--- config.mk ---
export PLATFORM = sky130hd
export DESIGN_NAME = hde_merge
export DESIGN_NICKNAME = d
export VERILOG_FILES = /design/src/rtl/hde_pkg.sv /design/src/rtl/hde_merge.sv
export SDC_FILE = /design/constraint.sdc
export NUM_CORES = 1
export LEC_CHECK = 0
export BUFFER_PORTS_ARGS = -buffer_cell sky130_fd_sc_hd__buf_2
export CAP_MARGIN = 30
export CORE_UTILIZATION = 60
export CTS_CLUSTER_SIZE = 12
export DETAILED_ROUTE_END_ITERATION = 8
export PLACE_DENSITY_LB_ADDON = 0.08
export SYNTH_ARGS = -nofsm -noshare
export SYNTH_HDL_FRONTEND = slang
export SYNTH_SLANG_ARGS = --single-unit
--- constraint.sdc ---
create_clock -name clk -period 14.55 [get_ports clk]
set_clock_uncertainty 0.15 [all_clocks]
set_input_delay 1.455 -clock clk [delete_from_list [all_inputs] [get_ports clk]]
set_output_delay 1.455 -clock clk [all_outputs]
set_load 0.02 [all_outputs]
--- src/rtl/hde_pkg.sv ---
`default_nettype none
package hde_pkg;

  localparam int unsigned LANES      = 4;
  localparam int unsigned ELEM_W     = 16;
  localparam int unsigned ACC_W      = 48;
  localparam int unsigned TERM_W     = 42;
  localparam int unsigned ROOT_W     = 12;
  localparam int unsigned RAD_W      = 2 * ROOT_W;
  localparam int unsigned QUO_W      = 40;
  localparam int unsigned CNT_W      = 6;

  typedef enum logic [1:0] {
    MODE_L1      = 2'd0,
    MODE_L2SQ    = 2'd1,
    MODE_HELL    = 2'd2,
    MODE_CHISQ   = 2'd3
  } mode_t;

  typedef enum logic [2:0] {
    L_IDLE,
    L_ROOT,
    L_SQ,
    L_DIVLD,
    L_DIV,
    L_DONE
  } lane_state_t;

  typedef enum logic [1:0] {
    C_IDLE,
    C_BUSY,
    C_EMIT
  } ctl_state_t;

  typedef struct packed {
    logic add;
    logic clear;
  } acc_ctl_t;

endpackage
`default_nettype wire

--- src/rtl/hde_merge.sv ---
`default_nettype none
module hde_merge
  import hde_pkg::*;
(
  input  wire logic                     clk,
  input  wire logic                     rst_n,
  input  wire acc_ctl_t                 ctl,
  input  wire logic [LANES-1:0]         lane_mask,
  input  wire logic signed [TERM_W-1:0] terms [LANES],
  output logic signed [ACC_W-1:0]       acc,
  output logic                          clip
);

  logic signed [ACC_W-1:0] acc_r, acc_nxt;
  logic                    clip_r, clip_nxt;
  logic signed [ACC_W:0]   total, sum;

  always_comb begin
    total = '0;
    for (int k = 0; k < LANES; k++) begin
      if (lane_mask[k]) begin
        total = total + {{(ACC_W+1-TERM_W){terms[k][TERM_W-1]}}, terms[k]};
      end
    end
    sum      = {acc_r[ACC_W-1], acc_r} + total;
    acc_nxt  = acc_r;
    clip_nxt = clip_r;
    if (ctl.clear) begin
      acc_nxt  = '0;
      clip_nxt = 1'b0;
    end else if (ctl.add) begin
      if (sum[ACC_W] != sum[ACC_W-1]) begin
        // clamp to the bound crossed
        acc_nxt  = sum[ACC_W] ? {1'b1, {(ACC_W-1){1'b0}}} : {1'b0, {(ACC_W-1){1'b1}}};
        clip_nxt = 1'b1;
      end else begin
        acc_nxt = sum[ACC_W-1:0];
      end
    end
  end

  always_ff @(posedge clk) begin
    if (!rst_n) begin
      acc_r  <= '0;
      clip_r <= 1'b0;
    end else begin
      acc_r  <= acc_nxt;
      clip_r <= clip_nxt;
    end
  end

  assign acc  = acc_r;
  assign clip = clip_r;

endmodule
`default_nettype wire

## Yosys cells after proc, flatten, opt, wreduce, memory -nomap -nowiden

Index checks and enable logic that the tools add are counted.

- Bits in registers: 49
- Output and inout port bits: 49

- $add $sub $neg: 4
- Equal/unequal tests: 1
- Mux-type cells: 6
- Bitwise operators: 1
- Reductions and logical operators: 2

Operator list:

| operator | count |
|---|---|
| 49-bit adder | 4 |
| 49-bit 2-to-1 mux | 4 |
| 48-bit 2-to-1 mux | 2 |
| 2-bit AND reduction | 1 |
| 2-bit OR reduction | 1 |
| 1-bit inequality test | 1 |
| 1-bit NOT | 1 |

## Depth between registers and ports, before layout

Gate-level depths: netlist (run 1).

- Word-level depth: 10
- Gate-level depth with buffers: 58
- Gate-level depth less buffers: 52

## Worst setup path before layout (run 1)

No wires, ideal clock.

- Path kind: input -> register
- From: input port lane_mask[0]
- To: register acc_r[24], in the netlist acc[24]
- Arrival: 12.416 ns
- Required time: 14.326 ns
- Slack: 1.910 ns
- Cell stages on the path: 54
- Path buffers: 7
- Cell sequence: buf_2 buf_4 buf_2 clkbuf_1 and2_1 ha_1 fa_1 a21oi_1 o22ai_1 o22ai_2 nand2_1 maj3_1 a32o_1 a21o_1 a211o_1 nand2_1 xor2_1 a21oi_1 [18 not listed] a211oi_1 nor2_1 xor2_1 mux2_2 ha_1 clkbuf_1 nand3_1 or2_1 nor3_1 a221oi_1 a41oi_1 a31oi_1 o21bai_1 xor2_1 buf_2 buf_2 nand2_1 a31oi_1

- Word-level cells in the longest chain between the ends: 10

RTL lines:

| element | RTL line | text |
|---|---|---|
| from (decl) | hde_merge.sv:8 | `input wire logic [LANES-1:0] lane_mask,` |
| 49-bit 2-to-1 mux (*) | hde_merge.sv:21 | `if (lane_mask[k]) begin` |
| 49-bit adder | hde_merge.sv:22 | `total = total + {{(ACC_W+1-TERM_W){terms[k][TERM_W-1]}}, terms[k]};` |
| 49-bit 2-to-1 mux (*) | hde_merge.sv:21 |  |
| 49-bit adder | hde_merge.sv:22 |  |
| 49-bit 2-to-1 mux (*) | hde_merge.sv:21 |  |
| 49-bit adder | hde_merge.sv:22 |  |
| 49-bit 2-to-1 mux (*) | hde_merge.sv:21 |  |
| 49-bit adder (*) | hde_merge.sv:25 | `sum = {acc_r[ACC_W-1], acc_r} + total;` |
| 48-bit 2-to-1 mux or 1-bit inequality test (tied branches) | hde_merge.sv:34, hde_merge.sv:32 |  |
| 48-bit 2-to-1 mux (*) | hde_merge.sv:32 | `if (sum[ACC_W] != sum[ACC_W-1]) begin` |
| to (signal assigned) | hde_merge.sv:47 | `acc_r <= acc_nxt;` |
| to (decl) | hde_merge.sv:14 | `logic signed [ACC_W-1:0] acc_r, acc_nxt;` |

Every way passes the cells marked *; elsewhere a longest branch is shown, timed or not.
A chain may end at the register's enable or synchronous reset.

## Worst setup path after layout (run 1)

- From: input port lane_mask[0]
- To: register acc_r[19], in the netlist acc[19]

The elaborated chain is that of the path after synthesis.

==> results of run 1 <==
where the power goes:
group	leakage [uW]	switching (uW)	total (uW)	internal, uW
clock	0.0000702	54.4	118	64.1
sequential	0.000401	39.3	205	165
combinational	0.00733	1050	1760	709
total	0.00780	1150	2080	938
worst reg2reg max path, stage by stage (launching register included):
cell      delay (ns)
dfxtp_1         0.34
ha_1            0.40
a221oi_1        0.30
o21ai_1         0.12
a211o_1         0.29
a221o_1         0.44
a221oi_1        0.47
a41oi_1         0.32
a31oi_1         0.24
o21bai_1        0.15
xor2_4          0.67
and2_1          0.29
nand2_1         0.30
nand3_1         0.18
cell type report:
cell class | instances | area, um2 | area share
diodes | 5 | 12.5 | 0.000799
well taps | 319 | 399 | 0.0255
inverters | 75 | 282 | 0.0180
flip-flops and latches | 49 | 981 | 0.0627
clock inverters | 3 | 21.3 | 0.00136
multi-input cells | 1807 | 12600 | 0.807
clock buffers | 5 | 125 | 0.00799
repair buffers | 234 | 1200 | 0.0764
stage by stage:
step                      utilization  std cells  cell area, um2  hold WS (ns)  total power [uW]
after detailed placement        0.660       2484           15500         0.299              1920
after CTS                       0.666       2492           15600         0.320              2050
after global placement          0.660       2483           15500         0.292              1890
after global routing            0.667       2496           15700         0.335              2270
after floorplan                     -       2030           14300         0.411              1540
final                           0.667       2497           15700         0.329              2080
metal layers:
metal  vias to the layer above  part of all wire  global-route usage
met5                         -                 0                   0
met4                         0             0.029               0.120
met1                      7377              0.47               0.513
li1                       7834                 -                   -
met3                        80             0.068             0.00969
met2                       647              0.43               0.572
kinds of logic (layout without fill, tap and decap cells):
family                   count (synthesis)  in the layout  share of synthesized area
buffers and inverters                  174            317                     0.0511
other                                    0              5                          0
AND/OR/NAND/NOR                        587            587                      0.197
adder cells (fa/ha/maj)                187            187                      0.165
XOR/XNOR                               172            172                      0.106
flip-flops                              49             49                     0.0684
AO/OA/AOI/OAI                          789            789                      0.356
multiplexers                            72             72                     0.0557
layout by cell type (no fill, tap or decap), types with 6 or more instances in the layout:
cell	Yosys	routed
a21oi_1	229	229
buf_2	15	224
nand2_1	189	189
ha_1	181	181
o21ai_0	170	170
nor2_1	140	140
a21o_1	131	131
xnor2_1	107	107
inv_1	75	75
xor2_1	64	63
mux2_2	62	62
dfxtp_1	49	49
nand3_1	45	45
nor3_1	38	38
nand4_1	29	29
a31oi_1	28	28
o21bai_1	28	28
o21a_1	27	27
and2_1	26	26
and3_1	25	25
o211ai_1	24	24
nor2b_1	23	23
nand2b_1	20	20
a211oi_1	20	20
o21ai_1	10	10
mux2i_1	10	10
buf_4	3	10
a221o_1	9	9
a32oi_1	8	8
and4_1	8	8
o31ai_1	6	6
a31o_2	6	6
a41oi_1	6	6
a211o_1	6	6
sequential cells by signal (all words and copies together), names as in the netlist:
register and flops:
clip 1, acc 48
path summary, 6_finish.rpt:
kind | to | slack (ns) | cells past startpoint
setup / recovery | acc[19] | 1.17 | 50
hold reg to reg | clip | 0.33 | 1
setup reg to reg | acc[19] | 9.83 | 13
hold / removal | clip | 0.33 | 1
==> metrics.csv, run 1 <==
stage,metric,value,unit
run_status,status,completed,
synth,Synth Cell Area,14300,um2
sta,final setup vio count,0,
power,Leak,0.00780,uW
placement,Port Buf Inserts,224,
synth,Post-synth top flop,dfxtp_1,
sta,Hold Fails Final Rpt,0,
critical_path,Critical Path End Type,flip-flop,
critical_path,CP top delay family,compound AO/OA/AOI/OAI gates,
synth,Syn Inst Count,2030,
sta,setup_tns,0,ns
synth,Syn Area/Cell,7.06,um2
synth,synth top area cells,"ha_1 (16%), a21oi_1 (8.0%), a21o_1 (6.9%), dfxtp_1 (6.8%), xnor2_1 (6.5%)",
drt,TritonRoute pass-1 iters,5,
synth,distinct cell type count of the synthesized netlist,100,
synth,"EDFF count, synth",0,
critical_path,CP max FO,32,
floorplanning,Die Y,157,um
sta,Worst-Margin Slew,0.900,ns
clock_network,clock tree from TritonCTS,done,
job,maxcap violations,0,
synth,most numerous cell in the Yosys netlist,a21oi_1,
drt,final WL,44900,um
critical_path,Worst path slowest cell,xor2_4,
global_routing,largest net degree at the start of global routing,65,
clock_network,TritonCTS Buffers,5,
sta,final worst path period need,13.38,ns
synth,number of synthesized register bits,49,
power,power density cells,133,nW/um2
critical_path,Worst R2R Start,acc[16],
clock_network,clk sinks,49,
synth,post-synthesis sequential area ratio,0.0684,
clock_network,clk buf depth,2,
critical_path,CP max stage delay,0.66,ns
drt,via count of the routed design,15900,
critical_path,worst path arrival time,13.46,ns
synth,share of the synthesized area in the top cell type,0.158,
placement,pre-CTS WS,1.01,ns
synth,ys async rst share,0,
sta,Slew HR,0.400,
sta,"Period Utilization, post-route",0.920,
min_path,hold wc startpoint,clip,
synth,leading area contributor after synthesis,ha_1,
floorplanning,I/O Pins,225,
synth,Synth top cells by count,"a21oi_1 (229), nand2_1 (189), ha_1 (181)",
floorplanning,FP Rows,56,
global_routing,global route overflow,0,
cells_and_area,Filler cells,2180,
drt,initial DRC count,1384,
drt,drt wl/cell,18.0,um
cells_and_area,fraction of layout cells with a size suffix above 1,0.157,
floorplanning,Initial Util,0.611,
clock_network,Post-CTS Resized,0,
clock_network,clk slew on worst S/H paths,0.07,ns
sta,fin worst setup slack,1.17,ns
critical_path,Setup Crit Path Kind,in2reg,
sta,Final Max Tran Viols,0,
clock_network,clk root buf,clkbuf_16,
global_routing,All-Layer GR Usage,0.357,
sta,RSZ-0062 raised after global routing,no,
sta,f_max,74.7,MHz
cells_and_area,Nets,2533,
clock_network,worst skew pair latency,0.30,ns
drt,Via density,6.38,
drt,DRC viols,0,
min_path,HP Class,reg2reg,
cells_and_area,synth-to-layout area growth,9.22,%
global_routing,first-pass GRT wire length,70800,um
drt,post-route ant nets,0,
global_routing,antenna violations before repair,4,
synth,post-synth net total,2391,
clock_network,CTS H-tree lvls,2,
synth,synth warn,0,
clock_network,Hold Buf Count CTS,0,
critical_path,Crit path top cell by count,a21o_1,
critical_path,CP bufs+invs,2,
floorplanning,full die area,24500,um2
global_routing,number of global-route vias before repair,14100,
clock_network,post-CTS setup buffer count,0,
critical_path,Critical Path Source Type,primary input,
placement,DP HPWL,36600,um
critical_path,CP startpoint,lane_mask[0],
floorplanning,Core ar.,23500,um2
power,Worst VDD drop,0.000170,V
floorplanning,DIE WIDTH,157,um
placement,Final Wtd Congestion,0.995,
critical_path,CP Data Required Time,14.63,ns
(Power assumes the default switching activity.)
==> inputs of run 2 (changes only) <==
--- a/config.mk
+++ b/config.mk
@@ -11,6 +11,8 @@
 export CTS_CLUSTER_SIZE = 12
 export DETAILED_ROUTE_END_ITERATION = 8
 export PLACE_DENSITY_LB_ADDON = 0.08
+export RECOVER_POWER = 100
+export SKIP_CTS_REPAIR_TIMING = 1
 export SYNTH_ARGS = -nofsm -noshare
 export SYNTH_HDL_FRONTEND = slang
 export SYNTH_SLANG_ARGS = --single-unit
==> run 2 against run 1 <==
Worst hold slack barely moved. Critical path depth unchanged. Clock power hardly changed. Clock-buffer cell count is the same.
==> metrics.csv, run 2 (synthesized netlist as in run 1, its figures left out) <==
stage,metric,value,unit,change
sta,Worst-Margin Slew,0.906,ns,was 0.900 ns
cells_and_area,"commonest non-fill, non-tap cell in the layout",a21oi_1,,unchanged
sta,final worst path period need,13.52,ns,was 13.38 ns
sta,RSZ-0062 raised after global routing,no,,unchanged
placement,Port Buf Inserts,224,,unchanged
critical_path,Critical Path End Type,flip-flop,,unchanged
critical_path,Crit path top cell by count,a21oi_1,,was a21o_1
placement,DP HPWL,36600,um,unchanged
sta,Final Max Tran Viols,0,,unchanged
min_path,Hold Path Cell Cnt,1,,unchanged
critical_path,worst path arrival time,13.51,ns,was 13.46 ns
critical_path,CP max FO,25,,was 32
drt,met1 WL,20900,um,was 21000 um
floorplanning,Initial Util,0.611,,unchanged
min_path,hold endpoint,clip,,unchanged
sta,fin worst setup slack,1.03,ns,was 1.17 ns
cells_and_area,number of flip-flops in the largest register,48,,unchanged
power,power density cells,133,nW/um2,about the same
min_path,HP Class,reg2reg,,unchanged
floorplanning,FP Rows,56,,unchanged
min_path,hold wc startpoint,clip,,unchanged
critical_path,Worst R2R Start,acc[16],,unchanged
critical_path,Reg2Reg Setup Slack,9.81,ns,was 9.83 ns
placement,Final Wtd Congestion,0.995,,unchanged
power,P_int,929,uW,was 938 uW
drt,met2 WL,19600,um,was 19500 um
global_routing,antenna violations before repair,4,,unchanged
clock_network,clock tree from TritonCTS,done,,unchanged
drt,via count of the routed design,15900,,about the same
global_routing,number of global-route vias before repair,14100,,unchanged
critical_path,CP Data Required Time,14.55,ns,was 14.63 ns
clock_network,clk sinks,49,,unchanged
cells_and_area,Final Util,0.664,,was 0.667
clock_network,clk buf depth,2,,unchanged
critical_path,CP startpoint,lane_mask[0],,unchanged
floorplanning,full die area,24500,um2,unchanged
placement,pre-CTS WS,1.01,ns,unchanged
critical_path,CP max stage delay,0.60,ns,was 0.66 ns
sta,"Period Utilization, post-route",0.929,,was 0.920
drt,initial DRC count,1271,,was 1384
sta,Hold Fails Final Rpt,0,,unchanged
critical_path,reg2reg end,acc[19],,unchanged
cells_and_area,Nets,2533,,unchanged
critical_path,Setup Crit Path Kind,in2reg,,unchanged
sta,Slew HR,0.396,,was 0.400
drt,TritonRoute pass-1 iters,5,,unchanged
drt,post-route ant nets,0,,unchanged
drt,Via density,6.36,,was 6.38
critical_path,Worst path slowest cell,a21boi_4,,was xor2_4
job,maxcap violations,0,,unchanged
global_routing,All-Layer GR Usage,0.357,,unchanged
clock_network,clk slew on worst S/H paths,0.07,ns,about the same
power,Worst VDD drop,0.000170,V,about the same
cells_and_area,synth-to-layout area growth,8.72,%,was 9.22%
cells_and_area,most frequent cells in the layout,"a21oi_1 (229), nand2_1 (189), ha_1 (181)",,"was a21oi_1 (229), buf_2 (224), nand2_1 (189)"
drt,met3 WL,3110,um,was 3060 um
clock_network,CTS H-tree lvls,2,,unchanged
power,Leak,0.00760,uW,was 0.00780 uW
power,Sw Ratio,0.552,,was 0.550
clock_network,worst skew pair latency,0.30,ns,about the same
sta,setup_tns,0,ns,unchanged
drt,drt wl/cell,18.0,um,about the same
critical_path,Critical Path Source Type,primary input,,unchanged
power,Comb pwr share,0.844,,was 0.845
power,Switch Pwr,1150,uW,about the same
floorplanning,Die Y,157,um,unchanged
floorplanning,Core ar.,23500,um2,unchanged
power,sequential share of power,0.099,,was 0.098
sta,final setup vio count,0,,unchanged
drt,final WL,44900,um,about the same
global_routing,largest net degree at the start of global routing,65,,unchanged
global_routing,first-pass GRT wire length,70800,um,unchanged
drt,uppermost layer routed,met4,,unchanged
sta,f_max,74.0,MHz,was 74.7 MHz
clock_network,TritonCTS Buffers,5,,unchanged
floorplanning,I/O Pins,225,,unchanged
power,overall power,2070,uW,was 2080 uW
cells_and_area,fraction of layout cells with a size suffix above 1,0.133,,was 0.157
run_status,status,completed,,unchanged
drt,DRC viols,0,,unchanged
power,clock share of power,0.057,,about the same
global_routing,global route overflow,0,,unchanged
critical_path,Worst R2R Path Depth,13,,unchanged
clock_network,clk root buf,clkbuf_16,,unchanged
floorplanning,DIE WIDTH,157,um,unchanged
[run 2: cell types whose count changed in the layout (fill, tap and decap cells not counted), moves of 2 or more]
cell,delta
and2_1,-2
clkbuf_1,+50
and2_0,+2
buf_2,-50
[run 2: worst max path at each step]
stage / to / slack, ns
after floorplan: acc[24] / 1.91
after global placement: clip / 1.44
after detailed placement: acc[19] / 1.01
after CTS: acc[17] / 1.28
after global routing: acc[21] / 0.11
final: acc[29] / 1.03
[run 2: per-layer routing]
layer  vias up  track usage
met3        75      0.00969
met2       646        0.572
met1      7336        0.513
met5         -            0
met4         0        0.120
li1       7835            -
[run 2: layout make-up]
class / instances / area (um2)
repair buffers: 234 / 1130
diodes: 6 / 15.0
clock buffers: 5 / 125
fillers: 2207 / 7890
flip-flops and latches: 49 / 981
inverters: 75 / 282
multi-input cells: 1807 / 12600
well taps: 319 / 399
clock inverters: 3 / 21.3
[run 2: stage by stage]
stage          cell area (um2)  hold WS, ns  instances
3_5_place_dp             15500        0.299       2484
4_1_cts                  15600        0.320       2492
5_1_grt                  15600        0.337       2496
2_1_floorplan            14300        0.411       2030
6_report                 15600        0.329       2498
3_3_place_gp             15500        0.292       2483
[run 2: power by group through the flow]
stage,logic [uW],clock network (uW),registers (uW)
6_report,1750,118,205
5_1_grt,1930,124,207
4_1_cts,1730,118,203
3_5_place_dp,1720,0,205
3_3_place_gp,1690,0,206
2_1_floorplan,1310,0,227
[run 2: worst max-delay path: cells and delay by family]
family,cells,cell delay [ns]
AND/OR/NAND/NOR,11,2.63
AO/OA/AOI/OAI,25,6.20
multiplexers,1,0.28
adder cells (fa/ha/maj),5,1.66
buffers and inverters,4,0.60
XOR/XNOR,4,0.72
