[src/rtl/hde_pkg.sv]
`default_nettype none
package hde_pkg;

  localparam int unsigned LANES      = 4;
  localparam int unsigned ELEM_W     = 16;
  localparam int unsigned ACC_W      = 48;
  localparam int unsigned TERM_W     = 42;
  localparam int unsigned ROOT_W     = 12;
  localparam int unsigned RAD_W      = 2 * ROOT_W;
  localparam int unsigned QUO_W      = 40;
  localparam int unsigned CNT_W      = 6;

  typedef enum logic [1:0] {
    MODE_L1      = 2'd0,
    MODE_L2SQ    = 2'd1,
    MODE_HELL    = 2'd2,
    MODE_CHISQ   = 2'd3
  } mode_t;

  typedef enum logic [2:0] {
    L_IDLE,
    L_ROOT,
    L_SQ,
    L_DIVLD,
    L_DIV,
    L_DONE
  } lane_state_t;

  typedef enum logic [1:0] {
    C_IDLE,
    C_BUSY,
    C_EMIT
  } ctl_state_t;

  typedef struct packed {
    logic add;
    logic clear;
  } acc_ctl_t;

endpackage
`default_nettype wire

[src/rtl/hde_lane.sv]
`default_nettype none
module hde_lane
  import hde_pkg::*;
(
  input  wire logic                     clk,
  input  wire logic                     rst_n,
  input  wire logic                     start,
  input  wire mode_t                    mode,
  input  wire logic signed [ELEM_W-1:0] a,
  input  wire logic signed [ELEM_W-1:0] b,
  output logic                          done,
  output logic signed [TERM_W-1:0]      term
);

  typedef struct packed {
    logic [ROOT_W+2:0] rem;
    logic [ROOT_W-1:0] root;
    logic [RAD_W-1:0]  rad;
  } root_st_t;

  function automatic root_st_t root_step(input root_st_t s);
    root_st_t          r;
    logic [ROOT_W+2:0] tmp;
    logic [ROOT_W+2:0] trial;
    tmp   = {s.rem[ROOT_W:0], s.rad[RAD_W-1 -: 2]};
    trial = {1'b0, s.root, 2'b01};
    r.rad = {s.rad[RAD_W-3:0], 2'b00};
    if (tmp >= trial) begin
      r.rem  = tmp - trial;
      r.root = {s.root[ROOT_W-2:0], 1'b1};
    end else begin
      r.rem  = tmp;
      r.root = {s.root[ROOT_W-2:0], 1'b0};
    end
    return r;
  endfunction

  function automatic logic [RAD_W-1:0] radicand(input logic signed [ELEM_W-1:0] x);
    logic [RAD_W-1:0] r;
    r = '0;
    if (!x[ELEM_W-1] && (x != '0)) begin
      r = {1'b0, x[ELEM_W-2:0], 8'h00};
    end
    return r;
  endfunction

  lane_state_t             state_r, state_nxt;
  logic [CNT_W-1:0]        cnt_r, cnt_nxt;
  logic signed [ELEM_W-1:0] a_r, a_nxt, b_r, b_nxt;
  root_st_t                ra_r, ra_nxt, rb_r, rb_nxt;
  logic [31:0]             sq_r, sq_nxt;
  logic [QUO_W-1:0]        quo_r, quo_nxt;
  logic [ELEM_W:0]         rem_r, rem_nxt;

  logic signed [ELEM_W:0]  d, s;
  logic [ELEM_W:0]         d_neg, s_abs, divisor;
  logic [ELEM_W-1:0]       d_abs;
  logic signed [ROOT_W:0]  h;
  logic [ROOT_W:0]         h_neg;
  logic [ELEM_W-1:0]       sq_op;
  logic [ELEM_W+1:0]       rem2;
  logic signed [TERM_W-1:0] quo_s;

  always_comb begin
    d       = {a_r[ELEM_W-1], a_r} - {b_r[ELEM_W-1], b_r};
    s       = {a_r[ELEM_W-1], a_r} + {b_r[ELEM_W-1], b_r};
    d_neg   = -d;
    d_abs   = d[ELEM_W] ? d_neg[ELEM_W-1:0] : d[ELEM_W-1:0];
    s_abs   = s[ELEM_W] ? -s : s;
    divisor = (s == '0) ? (ELEM_W+1)'(256) : s_abs;
    h       = {1'b0, ra_r.root} - {1'b0, rb_r.root};
    h_neg   = -h;
    sq_op   = (mode == MODE_HELL)
            ? {{(ELEM_W-ROOT_W){1'b0}}, (h[ROOT_W] ? h_neg[ROOT_W-1:0] : h[ROOT_W-1:0])}
            : d_abs;
    rem2    = {rem_r, quo_r[QUO_W-1]};
    quo_s   = {{(TERM_W-QUO_W){1'b0}}, quo_r};
  end

  always_comb begin
    state_nxt = state_r;
    cnt_nxt   = cnt_r;
    a_nxt     = a_r;
    b_nxt     = b_r;
    ra_nxt    = ra_r;
    rb_nxt    = rb_r;
    sq_nxt    = sq_r;
    quo_nxt   = quo_r;
    rem_nxt   = rem_r;
    done      = 1'b0;
    unique case (state_r)
      L_IDLE: begin
        if (start) begin
          a_nxt     = a;
          b_nxt     = b;
          ra_nxt    = '{rem: '0, root: '0, rad: radicand(a)};
          rb_nxt    = '{rem: '0, root: '0, rad: radicand(b)};
          cnt_nxt   = CNT_W'(ROOT_W - 1);
          state_nxt = L_ROOT;
        end
      end
      L_ROOT: begin
        ra_nxt  = root_step(ra_r);
        rb_nxt  = root_step(rb_r);
        cnt_nxt = cnt_r - 1'b1;
        if (cnt_r == '0) begin
          state_nxt = L_SQ;
        end
      end
      L_SQ: begin
        sq_nxt    = sq_op * sq_op;
        state_nxt = (mode == MODE_CHISQ) ? L_DIVLD : L_DONE;
      end
      L_DIVLD: begin
        quo_nxt   = {sq_r, 8'h00};
        rem_nxt   = '0;
        cnt_nxt   = CNT_W'(QUO_W - 1);
        state_nxt = L_DIV;
      end
      L_DIV: begin
        // restoring divide, one quotient bit a cycle
        if (rem2 >= {1'b0, divisor}) begin
          rem_nxt = (ELEM_W+1)'(rem2 - {1'b0, divisor});
          quo_nxt = {quo_r[QUO_W-2:0], 1'b1};
        end else begin
          rem_nxt = rem2[ELEM_W:0];
          quo_nxt = {quo_r[QUO_W-2:0], 1'b0};
        end
        cnt_nxt = cnt_r - 1'b1;
        if (cnt_r == '0) begin
          state_nxt = L_DONE;
        end
      end
      L_DONE: begin
        done      = 1'b1;
        state_nxt = L_IDLE;
      end
      default: begin
        state_nxt = L_IDLE;
      end
    endcase
  end

  always_comb begin
    case (mode)
      MODE_L1:    term = {{(TERM_W-ELEM_W-8){1'b0}}, d_abs, 8'h00};
      MODE_CHISQ: term = s[ELEM_W] ? -quo_s : quo_s;
      default:    term = {{(TERM_W-32){1'b0}}, sq_r};
    endcase
  end

  always_ff @(posedge clk) begin
    if (!rst_n) begin
      state_r <= L_IDLE;
    end else begin
      state_r <= state_nxt;
    end
    cnt_r <= cnt_nxt;
    a_r   <= a_nxt;
    b_r   <= b_nxt;
    ra_r  <= ra_nxt;
    rb_r  <= rb_nxt;
    sq_r  <= sq_nxt;
    quo_r <= quo_nxt;
    rem_r <= rem_nxt;
  end

endmodule
`default_nettype wire

[config.mk]
export PLATFORM = sky130hd
export DESIGN_NAME = hde_lane
export DESIGN_NICKNAME = d
export VERILOG_FILES = /design/src/rtl/hde_pkg.sv /design/src/rtl/hde_lane.sv
export SDC_FILE = /design/constraint.sdc
export NUM_CORES = 1
export LEC_CHECK = 0
export BUFFER_PORTS_ARGS = -buffer_cell sky130_fd_sc_hd__buf_2
export CELL_PAD_IN_SITES_DETAIL_PLACEMENT = 0
export CELL_PAD_IN_SITES_GLOBAL_PLACEMENT = 1
export CORE_MARGIN = 3
export CORE_UTILIZATION = 50
export CTS_CLUSTER_DIAMETER = 120
export CTS_CLUSTER_SIZE = 25
export DETAILED_ROUTE_END_ITERATION = 8
export GPL_TIMING_DRIVEN = 0
export PLACE_DENSITY = 0.93
export SYNTH_ARGS = -nofsm -noshare
export SYNTH_HDL_FRONTEND = slang
export SYNTH_SLANG_ARGS = --single-unit
[constraint.sdc]
create_clock -name clk -period 13.39 [get_ports clk]
set_input_delay 1.339 -clock clk [delete_from_list [all_inputs] [get_ports clk]]
set_output_delay 1.339 -clock clk [all_outputs]
set_load 0.05 [all_outputs]
* After elaboration in Yosys (flattened, before gate mapping) *
Cells that the tools add are included.

storage, ports and cells
  output and inout port bits = 43
  logic and storage cells = 83
  register bits after elaboration = 228
  bits of input ports = 37

cells by class
  equality and inequality tests = 10
  reduce and logical (&&, ||, !) cells = 18
  add/subtract/negate cells = 11
  $lt $le $gt $ge = 3
  muxes and demuxes = 27
  multipliers = 1

operator list
  operator             number
  $pmux W49 S2         2
  $mux W49             2
  $pmux W42 S2         1
  $pmux W40 S2         1
  $mux W17             3
  $mux W25             2
  $mux W23             2
  $mux W42             1
  $neg A40 Y42         1
  $pmux W17 S2         1
  $mul A16 B16 Y32     1
  $mux W16             2
  $reduce_bool A16 Y1  2
  $ge A15 B14 Y1       2
  $sub A13 B13 Y13     2
  $ge A18 B17 Y1       1
  $pmux W6 S3          1
  $add A16 B16 Y17     1
  $logic_not A17 Y1    1
  $neg A17 Y17         1
  $sub A16 B16 Y17     1
  $sub A17 B17 Y17     1
  $neg A16 Y16         1
  $pmux W3 S5          1
  other kinds (22)     36

* Longest topological paths before layout *
Gate-level depths: netlist of run 1.

  depth in word-level cells = 7
  mapped depth = 39
  depth with buffers taken out = 37

* Least setup slack after synthesis of run 1 *
No wires, ideal clock.

  kind = flip-flop to flip-flop
  start = register b_r[0]
  end = register sq_r[31] (data pin)
  data required time = 13.121 ns
  path slack = 4.636 ns
  library setup time = 0.269 ns
  arrival = 8.486 ns
  cell stages (with the launch flop) = 33
  clock period less this slack = 8.754 ns
  buffers on the path = 1
  cell sequence = edfxtp_1 > ha_1 > fa_1 > nand2b_1 > a211oi_2 > o22ai_4 > xor2_1 > nand4b_1 > nor4_1 > a31oi_1 > xnor2_1 > buf_2 > nor2_1 > nand2_1 > fa_1 > inv_1 > fa_1 > fa_1 > fa_1 > fa_1 > inv_1 > fa_1 > inv_1 > ha_1 > a21o_1 > a21o_1 > a21oi_1 > o21ai_0 > a22o_1 > o211ai_1 > a21oi_1 > nor4b_1 > nor4_2

on the way
  longest elaborated chain between the ends = 5

ends and longest elaborated chain
  element                   RTL line         source
  start: declaration        hde_lane.sv:49   logic signed [ELEM_W-1:0] a_r, a_nxt, b_r, b_nxt;
  start signal: assignment  hde_lane.sv:160  b_r <= b_nxt;
  $sub A16 B16 Y17 (*)      hde_lane.sv:65   d = {a_r[ELEM_W-1], a_r} - {b_r[ELEM_W-1], b_r};
  $neg A16 Y16              hde_lane.sv:67   d_neg = -d;
  $mux W16 (*)              hde_lane.sv:68   d_abs = d[ELEM_W] ? d_neg[ELEM_W-1:0] : d[ELEM_W-1:0];
  $mux W16 (*)              hde_lane.sv:74   ? {{(ELEM_W-ROOT_W){1'b0}}, (h[ROOT_W] ? h_neg[ROOT_W-1:0] : h[ROOT_W-1:0])}
  $mul A16 B16 Y32 (*)      hde_lane.sv:111  sq_nxt = sq_op * sq_op;
  end signal: assignment    hde_lane.sv:163  sq_r <= sq_nxt;
  end: declaration          hde_lane.sv:51   logic [31:0] sq_r, sq_nxt;

Every way passes the cells marked *; elsewhere a longest branch is shown, timed or not.
A chain may end at the register's enable or synchronous reset.

* Worst setup path in the final report of run 1 *
Same ends and word-level chain as after synthesis.

==> impl_metrics.json, run 1 <==
{
  "grt_max_degree": 43,
  "synth-edff-count": 208,
  "drc_errors": 0,
  "io_pins": 80,
  "hpwl_um": 44160,
  "whs_ns": 0.5320,
  "ant_nets": 0,
  "fin_util": 0.5481,
  "stdcell_count": 3020,
  "first_pass_iters": 7,
  "crit_arrival_ns": 11.07,
  "clock_path_buffers": 3,
  "grt_overflow_total": 0,
  "fp-row-count": 75,
  "cpMaxStageDelayCell": "mux2i_1",
  "slew_headroom": 0.04437,
  "cp_common_cell": "fa_1",
  "grt_pass1_vias": 17190,
  "top_layer_used": "met4",
  "worst_slew_pin_slew_ns": 1.394,
  "layout_commonest_cell": "inv_1",
  "fin_nets": 2839,
  "fmax_ghz": 0.09221,
  "grt_pass1_wl_um": 88320,
  "muxShareOfSynthArea": 0.01615,
  "endpoint_kind": "flip-flop",
  "h-tree-depth": 1,
  "synth-compound-area-share": 0.1243,
  "maxCapViolations": 0,
  "yosys_warnings": 0,
  "rsz0062_at_grt": "false",
  "synth-simple-area-share": 0.1582,
  "viasPerCell": 5.668,
  "yosysSeqAreaShare": 0.2917,
  "wl_met1_um": 24130,
  "synth_top_flop_cell": "edfxtp_1",
  "die_height_um": 213.9,
  "fin_crit_ns": 10.84,
  "path_max_fanout": 10,
  "async_reset_ff_frac": 0,
  "initial_utilization": 0.5108,
  "met3_length_um": 3721,
  "cts_resized": 0,
  "postCtsSetupBuffers": 0,
  "dp_cells": 3002,
  "worstSetupStartpointType": "flip-flop",
  "outcome": "completed",
  "synth_top_family_by_area": "adder cells",
  "area.growth.synth_to_final_pct": 7.299,
  "numClockSinks": 211,
  "die_area_mm2": 0.04576,
  "synth_xor_xnor_area_share": 0.07085,
  "ys_types": 82,
  "port-buffer-count": 79,
  "cts-root-buf": "clkbuf_16",
  "met2WireLength_um": 25030,
  "netlist_instances": 2339,
  "final_cell_mix": "inv_1, nand2_1, nor2_1",
  "die_w_um": 213.9,
  "syn-cell-area_mm2": 0.02162,
  "clk_pin_slew_ns": 0.10,
  "hold_viol": 0,
  "drtIter0Drc": 1453,
  "crit_type": "flip-flop to flip-flop",
  "synthAdderAreaFrac": 0.2681,
  "worst_ep_required_time_ns": 13.61,
  "slowest_delay_ns": 1.10,
  "vias": 17120,
  "post_drt_wl_per_cell_um": 18.09,
  "clk_latency_ns": 0.49,
  "finalMaxSlewViolations": 0,
  "syn_nets": 2739,
  "gp_congestion": 0.9485,
  "skew_ns": 0.01855,
  "holdBufCountCts": 0,
  "setup_tns_ns": 0,
  "cts_tree": "yes",
  "cts_buffers": 12,
  "track_usage": 0.2338,
  "totalWireLength_um": 54620,
  "fin_crit_sh": 0.8099,
  "synth_area_per_cell_um2": 9.242,
  "core_area_mm2": 0.04232,
  "ys_ff_latch": 211,
  "hp-class": "flip-flop to flip-flop",
  "drive_gt1_frac": 0.06143,
  "antenna_found_initial": 2,
  "setup_viol": 0
}
==> per-layer routing <==
metal	global-route usage	vias to the layer above
met5	0	-
met3	0.02809	113
met2	0.3845	656
met4	0.06609	0
li1	-	8115
met1	0.3287	8232
==> sequential cells by signal, summed over array words and instances, names as in the netlist <==
name,count
b_r,16
ra_r,41
a_r,16
quo_r,40
rem_r,17
cnt_r,6
state_r,3
sq_r,31
rb_r,41
==> per-stage QoR <==
step | area (um2) | worst slack (ns)
after global placement | 22730 | 2.940
after global routing | 23190 | 2.200
after floorplan | 21620 | 4.636
final | 23190 | 2.546
after CTS | 23190 | 2.808
after detailed placement | 22840 | 2.851
==> synth_stat cells (5+ instances only) <==
cell        n  area (um2)
inv_1     319        1197
nand2_1   259       972.2
nor2_1    213       799.5
edfxtp_1  208        6246
ha_1      196        2452
fa_1      167        3343
o21ai_0   116       580.6
xnor2_1   115        1007
a21oi_1    95       475.5
clkbuf_1   65       244.0
xor2_1     58       508.0
nor3_1     46       230.2
nand3_1    37       185.2
nand2b_1   31       193.9
a21o_1     29       217.7
mux2i_1    23       230.2
or3_1      23       143.9
and2_1     22       137.6
nor2b_1    21       131.4
a22o_1     19       166.4
a31oi_1    18       112.6
a211oi_1   17       127.6
o31ai_1    16       120.1
nor4_1     15       93.84
nand4_1    14       87.58
o21a_1     14       105.1
and3_1     12       75.07
o21bai_1   11       82.58
or2_2       9       56.30
mux2_2      8       90.09
o211ai_1    8       60.06
or4_1       8       60.06
a21boi_0    7       52.55
buf_1       6       22.52
o21ai_1     6       30.03
a22oi_1     5       37.54
nor3b_1     5       37.54
o22ai_1     5       31.28
==> kinds of logic after synthesis <==
| kind of cell | count (synthesis) |
|---|---|
| compound gates | 416 |
| xor+xnor | 174 |
| fa+ha+maj | 363 |
| buf+inv | 402 |
| flops | 211 |
| mux | 33 |
| simple gates | 740 |
==> cell type report <==
class                      count  area (um2)
antenna                        1       2.502
clock buffer                  16       336.6
buffer                        77       305.3
fill                        3746       19130
multi-input combinational   1726       13800
clock inverter                 1       16.27
sequential                   211        6306
tap                          577       721.9
inverter                     325        1222
timing repair buffer          86       484.2
==> path summary, 6_finish.rpt <==
kind	endpoint	from	slack, ns	cells after the start
setup / recovery	sq_r[31]	b_r[0]	2.55	32
hold reg to reg	ra_r[23]	ra_r[21]	0.53	1
setup reg to reg	sq_r[31]	b_r[0]	2.55	32
hold / removal	ra_r[23]	ra_r[21]	0.53	1
==> critical path, delay by kind of cell (launching register included) <==
| family | cells | cell delay, ns |
|---|---|---|
| adders and majority gates | 9 | 4.10 |
| buffers and inverters | 4 | 0.54 |
| DFF | 1 | 0.45 |
| xor gates and xnor gates | 1 | 0.27 |
| AOI/OAI and AO/OA | 10 | 2.56 |
| and+or+nand+nor | 7 | 1.53 |
| muxes | 1 | 1.10 |
Power of run 1 is not shown: default switching activity piles up to over one toggle a cycle in this logic, so the estimate is an artifact.
==> run 2: changes to the inputs <==
Settings changed: CORE_UTILIZATION 50 to 45, PLACE_DENSITY 0.93 to 0.89.
Clock period 13.39 ns to 9.3 ns, I/O delays scaled along.
==> run 2 against run 1 <==
Sequential cell count unchanged. Die area grew 11%. First-iteration DRC count increased by 14%. Count of clock-buffer cells in the layout did not move. Via count is 2.0% higher. Register-to-register slack worse by 2.4 ns. Sequential share of layout area decreased by 1.5 points. Cell count grew 3.2%. Worst hold slack better by 0.014 ns. Fmax increased by 18%. Global-route usage fell by 1.7 points. Critical endpoint unchanged. Highest routed layer unchanged.
==> impl_metrics.json, run 2 (synthesis gave the netlist of run 1 again) <==
{
  "outcome": "completed",
  "final_cell_mix": "inv_1, nand2_1, edfxtp_1",
  "fin_crit_sh": 0.9847,
  "fin_crit_ns": 9.158,
  "cp_common_cell": "fa_1",
  "worstSetupStartpointType": "flip-flop",
  "grt_pass1_wl_um": 88980,
  "fin_nets": 2907,
  "hold_viol": 0,
  "whs_ns": 0.5457,
  "clk_pin_slew_ns": 0.10,
  "skew_ns": 0.01747,
  "worst_ep_required_time_ns": 9.60,
  "track_usage": 0.2165,
  "fmax_ghz": 0.1092,
  "die_height_um": 225.2,
  "gp_congestion": 0.9551,
  "h-tree-depth": 1,
  "drive_gt1_frac": 0.1254,
  "hpwl_um": 43960,
  "viasPerCell": 5.597,
  "initial_utilization": 0.4604,
  "totalWireLength_um": 57020,
  "die_w_um": 225.2,
  "clk_latency_ns": 0.49,
  "fin_util": 0.5231,
  "grt_max_degree": 45,
  "cpMaxStageDelayCell": "fa_1",
  "clock_path_buffers": 3,
  "crit_arrival_ns": 9.46,
  "die_area_mm2": 0.05070,
  "worst_slew_pin_slew_ns": 1.090,
  "slowest_delay_ns": 0.57,
  "grt_pass1_vias": 17140,
  "finalMaxSlewViolations": 0,
  "area.growth.synth_to_final_pct": 13.62,
  "io_pins": 80,
  "port-buffer-count": 79,
  "cts_buffers": 12,
  "slew_headroom": 0.2545,
  "hp-class": "flip-flop to flip-flop",
  "ant_nets": 0,
  "fp-row-count": 79,
  "post_drt_wl_per_cell_um": 18.29,
  "timing.rr.start": "b_r[0]",
  "insertedDiodeCount": 0,
  "setup_tns_ns": 0,
  "setup_viol": 0,
  "vias": 17450,
  "drc_errors": 0,
  "core_area_mm2": 0.04695,
  "antenna_found_initial": 0,
  "numClockSinks": 211,
  "cts_tree": "yes",
  "min_from": "rb_r[21]",
  "drtIter0Drc": 1655,
  "cts-root-buf": "clkbuf_16",
  "grt_overflow_total": 0,
  "first_pass_iters": 7,
  "rsz0062_at_grt": "true",
  "path_max_fanout": 8,
  "fillers": 4164,
  "endpoint_kind": "flip-flop",
  "top_regs": "ra_r x41, rb_r x41, quo_r x40",
  "crit_type": "flip-flop to flip-flop",
  "layout_commonest_cell": "inv_1",
  "maxCapViolations": 0,
  "critPathLaunch": "b_r[0]"
}
## run 2: cell types whose count changed in the layout (fill, tap and decap cells not counted), moves of 6 or more
| cell | previous run | this run |
|---|---|---|
| a21oi_1 | 95 | 88 |
| buf_4 | 5 | 70 |
| clkbuf_1 | 68 | 58 |
| ha_1 | 196 | 188 |
| mux2i_1 | 23 | 16 |
| mux2i_4 | 0 | 7 |
| nor2_1 | 213 | 203 |
| nor2_4 | 0 | 10 |
| o21ai_0 | 116 | 110 |
| xnor2_1 | 115 | 101 |
| xnor2_2 | 0 | 12 |
## run 2: worst paths after layout
check,slack [ns],to,cells after the start
min reg2reg,0.55,rb_r[23],1
max,0.14,sq_r[31],35
max reg2reg,0.14,sq_r[31],35
min,0.55,rb_r[23],1
## run 2: worst max-delay path: cells and delay by family, from the launching register on
| family | cells | cell delay (ns) |
|---|---|---|
| AO/OA/AOI/OAI | 9 | 1.75 |
| adder cells (fa/ha/maj) | 9 | 4.05 |
| AND/OR/NAND/NOR | 8 | 1.51 |
| buffers and inverters | 7 | 0.83 |
| flip-flops | 1 | 0.44 |
| XOR/XNOR | 2 | 0.36 |
## run 2: timing repair
action / 4_1_cts / 5_1_grt
pin swaps: 16 / 44
hold endpoints to repair: 0 / 0
gates cloned: 0 / 0
setup buffers: 21 / 48
hold buffers: 0 / 0
gates resized for setup: 80 / 90
setup endpoints to repair: 18 / 10
## run 2: area by class of cell
| cell class | count | area (um2) | area share |
|---|---|---|---|
| Clock inverter | 2 | 16.27 | 0.0006623 |
| Timing Repair Buffer | 156 | 1046 | 0.04259 |
| Multi-Input combinational cell | 1726 | 14490 | 0.5899 |
| Tap cell | 607 | 759.5 | 0.03092 |
| Buffer | 75 | 364.1 | 0.01482 |
| Inverter | 325 | 1244 | 0.05064 |
| Clock buffer | 16 | 336.6 | 0.01370 |
| Sequential cell | 211 | 6306 | 0.2567 |
## run 2: routing by layer
metal | part of all wire | global-route usage | vias up | wire, um
li1 | - | - | 8246 | -
met4 | 0.035 | 0.06130 | 0 | 1979
met2 | 0.46 | 0.3577 | 660 | 26200
met1 | 0.44 | 0.3032 | 8394 | 24930
met5 | 0 | 0 | - | 0
met3 | 0.069 | 0.02514 | 150 | 3907
## run 2: through the flow
step | setup slack [ns] | area [um2] | std cells
2_1_floorplan | 0.5458 | 21620 | 2339
3_3_place_gp | -1.042 | 22770 | 3025
3_5_place_dp | -1.297 | 22880 | 3033
4_1_cts | 0.002887 | 23830 | 3072
5_1_grt | -0.1724 | 24560 | 3118
6_report | 0.1425 | 24560 | 3118
Power of run 2 is left out for the same reason.
==> run 3: changes to the inputs <==
Settings changed: CORE_ASPECT_RATIO set to 1.4.
==> run 3 against run 2 <==
Routed wire length is 5.5% higher. Count of clock-buffer cells in the layout is 1 higher. Highest routed layer unchanged. Critical path depth up 1. Cell count is 0.90% higher. Design area is 0.81% higher. Utilization up 0.059 points. Via count up 1.1%. Worst setup slack worse by 0.084 ns. Die area hardly changed.
==> impl_metrics.json, run 3 (synthesis gave the netlist of run 1 again) <==
{
  "outcome": "completed",
  "layout_commonest_cell": "inv_1",
  "seq_area_mm2": 0.006306,
  "holdBufCountCts": 0,
  "fillers": 4192,
  "fin_nets": 2918,
  "gp_congestion": 0.9492,
  "hold_viol": 0,
  "numClockSinks": 211,
  "cpMaxStageDelayCell": "fa_1",
  "h-tree-depth": 1,
  "antenna_found_initial": 0,
  "grt_pass1_wl_um": 93670,
  "final_area_mm2": 0.02476,
  "viasPerCell": 5.607,
  "port-buffer-count": 79,
  "insertedDiodeCount": 0,
  "hp-class": "flip-flop to flip-flop",
  "clk_pin_slew_ns": 0.12,
  "dp_slack_ns": -1.250,
  "worst_r2r_endpoint": "sq_r[30]",
  "slew_headroom": 0.2542,
  "fp-row-count": 94,
  "rsz0062_at_grt": "true",
  "rrSetupSlack_ns": 0.06,
  "first_pass_iters": 5,
  "die_height_um": 265.3,
  "critPathLaunch": "a_r[0]",
  "hpwl_um": 45890,
  "worstSetupStartpointType": "flip-flop",
  "worst_ep_required_time_ns": 9.56,
  "totalWireLength_um": 60180,
  "core_area_mm2": 0.04728,
  "post_drt_wl_per_cell_um": 19.13,
  "setup_viol": 0,
  "ant_nets": 0,
  "clock_path_buffers": 3,
  "fmax_ghz": 0.1082,
  "grt_pass1_vias": 18060,
  "timing.rr.start": "a_r[0]",
  "area.growth.synth_to_final_pct": 14.55,
  "drive_gt1_frac": 0.1348,
  "reg2reg_depth": 36,
  "skew_ns": 0.02535,
  "grt_max_degree": 70,
  "vias": 17640,
  "die_area_mm2": 0.05074,
  "endpoint": "sq_r[30]",
  "maxCapViolations": 0,
  "drtIter0Drc": 1206,
  "slowest_delay_ns": 0.58,
  "placed_area_mm2": 0.02290,
  "cts_tree": "yes",
  "cts-root-buf": "clkbuf_16",
  "initial_utilization": 0.4572,
  "cts_buffers": 12,
  "multi_input_area_mm2": 0.01457,
  "crit_type": "flip-flop to flip-flop",
  "worst_slew_pin_slew_ns": 1.090,
  "die_w_um": 191.2,
  "endpoint_kind": "flip-flop",
  "fin_crit_ns": 9.241,
  "clk_latency_ns": 0.51,
  "final_cell_mix": "inv_1, nand2_1, edfxtp_1",
  "path_max_fanout": 6,
  "grt_overflow_total": 0,
  "top_regs": "ra_r x41, rb_r x41, quo_r x40",
  "crit_arrival_ns": 9.50,
  "final.setup.worst_slack_ns": 0.05890,
  "fin_crit_sh": 0.9937,
  "finalMaxSlewViolations": 0,
  "track_usage": 0.2299,
  "io_pins": 80,
  "drc_errors": 0
}
-- run 3: cell types whose count changed in the layout (fill, tap and decap cells not counted), sizes merged --
| cell | delta |
|---|---|
| inv | -1 |
| buf | +14 |
| clkbuf | -2 |
-- run 3: worst max-delay path: cells and delay by family, from the launching register on --
family	cells	cell delay, ns
fa+ha+maj	9	3.89
flops	1	0.42
buf+inv	8	0.91
simple gates	3	0.37
compound gates	14	2.96
xor+xnor	2	0.41
-- run 3: area by class of cell --
type | count | share of cell area
plain buffers | 75 | 0.01496
inverters | 325 | 0.05063
clock inverters | 1 | 0.0006569
well taps | 624 | 0.03153
flip-flops and latches | 211 | 0.2547
multi-input cells | 1726 | 0.5885
clock buffers | 17 | 0.01374
repair buffers | 167 | 0.04533
-- run 3: worst min path at each step --
| stage | start | slack (ns) | cells after the start | endpoint |
|---|---|---|---|---|
| 2_1_floorplan | ra_r[17] | 0.50 | 2 | ra_r[19] |
| 3_3_place_gp | rb_r[21] | 0.52 | 1 | rb_r[23] |
| 3_5_place_dp | ra_r[21] | 0.51 | 1 | ra_r[23] |
| 4_1_cts | rb_r[21] | 0.53 | 1 | rb_r[23] |
| 5_1_grt | rb_r[21] | 0.56 | 1 | rb_r[23] |
| 6_report | rb_r[21] | 0.54 | 1 | rb_r[23] |
-- run 3: per-layer routing --
layer / GRT usage / up-vias / wire (um)
met4: 0.1099 / 0 / 3577
met2: 0.4237 / 629 / 30890
li1: - / 8255 / -
met5: 0 / - / 0
met3: 0.02386 / 205 / 3433
met1: 0.2644 / 8550 / 22280
-- run 3: through the flow --
stage	instances	setup TNS [ns]	hold slack, ns	utilization
after floorplan	2339	0	0.4963	-
after global placement	3042	-9.729	0.5152	0.4821
after detailed placement	3049	-12.11	0.5142	0.4843
after CTS	3095	0	0.5267	0.5054
after global routing	3146	-0.3715	0.5554	0.5237
final	3146	0	0.5368	0.5237
-- run 3: what timing repair did --
action,CTS,global route
cloned,0,1
pin swaps,15,42
buffers inserted,28,52
gates resized for setup,83,116
setup endpoints to repair,17,12
Power of run 3 is left out for the same reason.
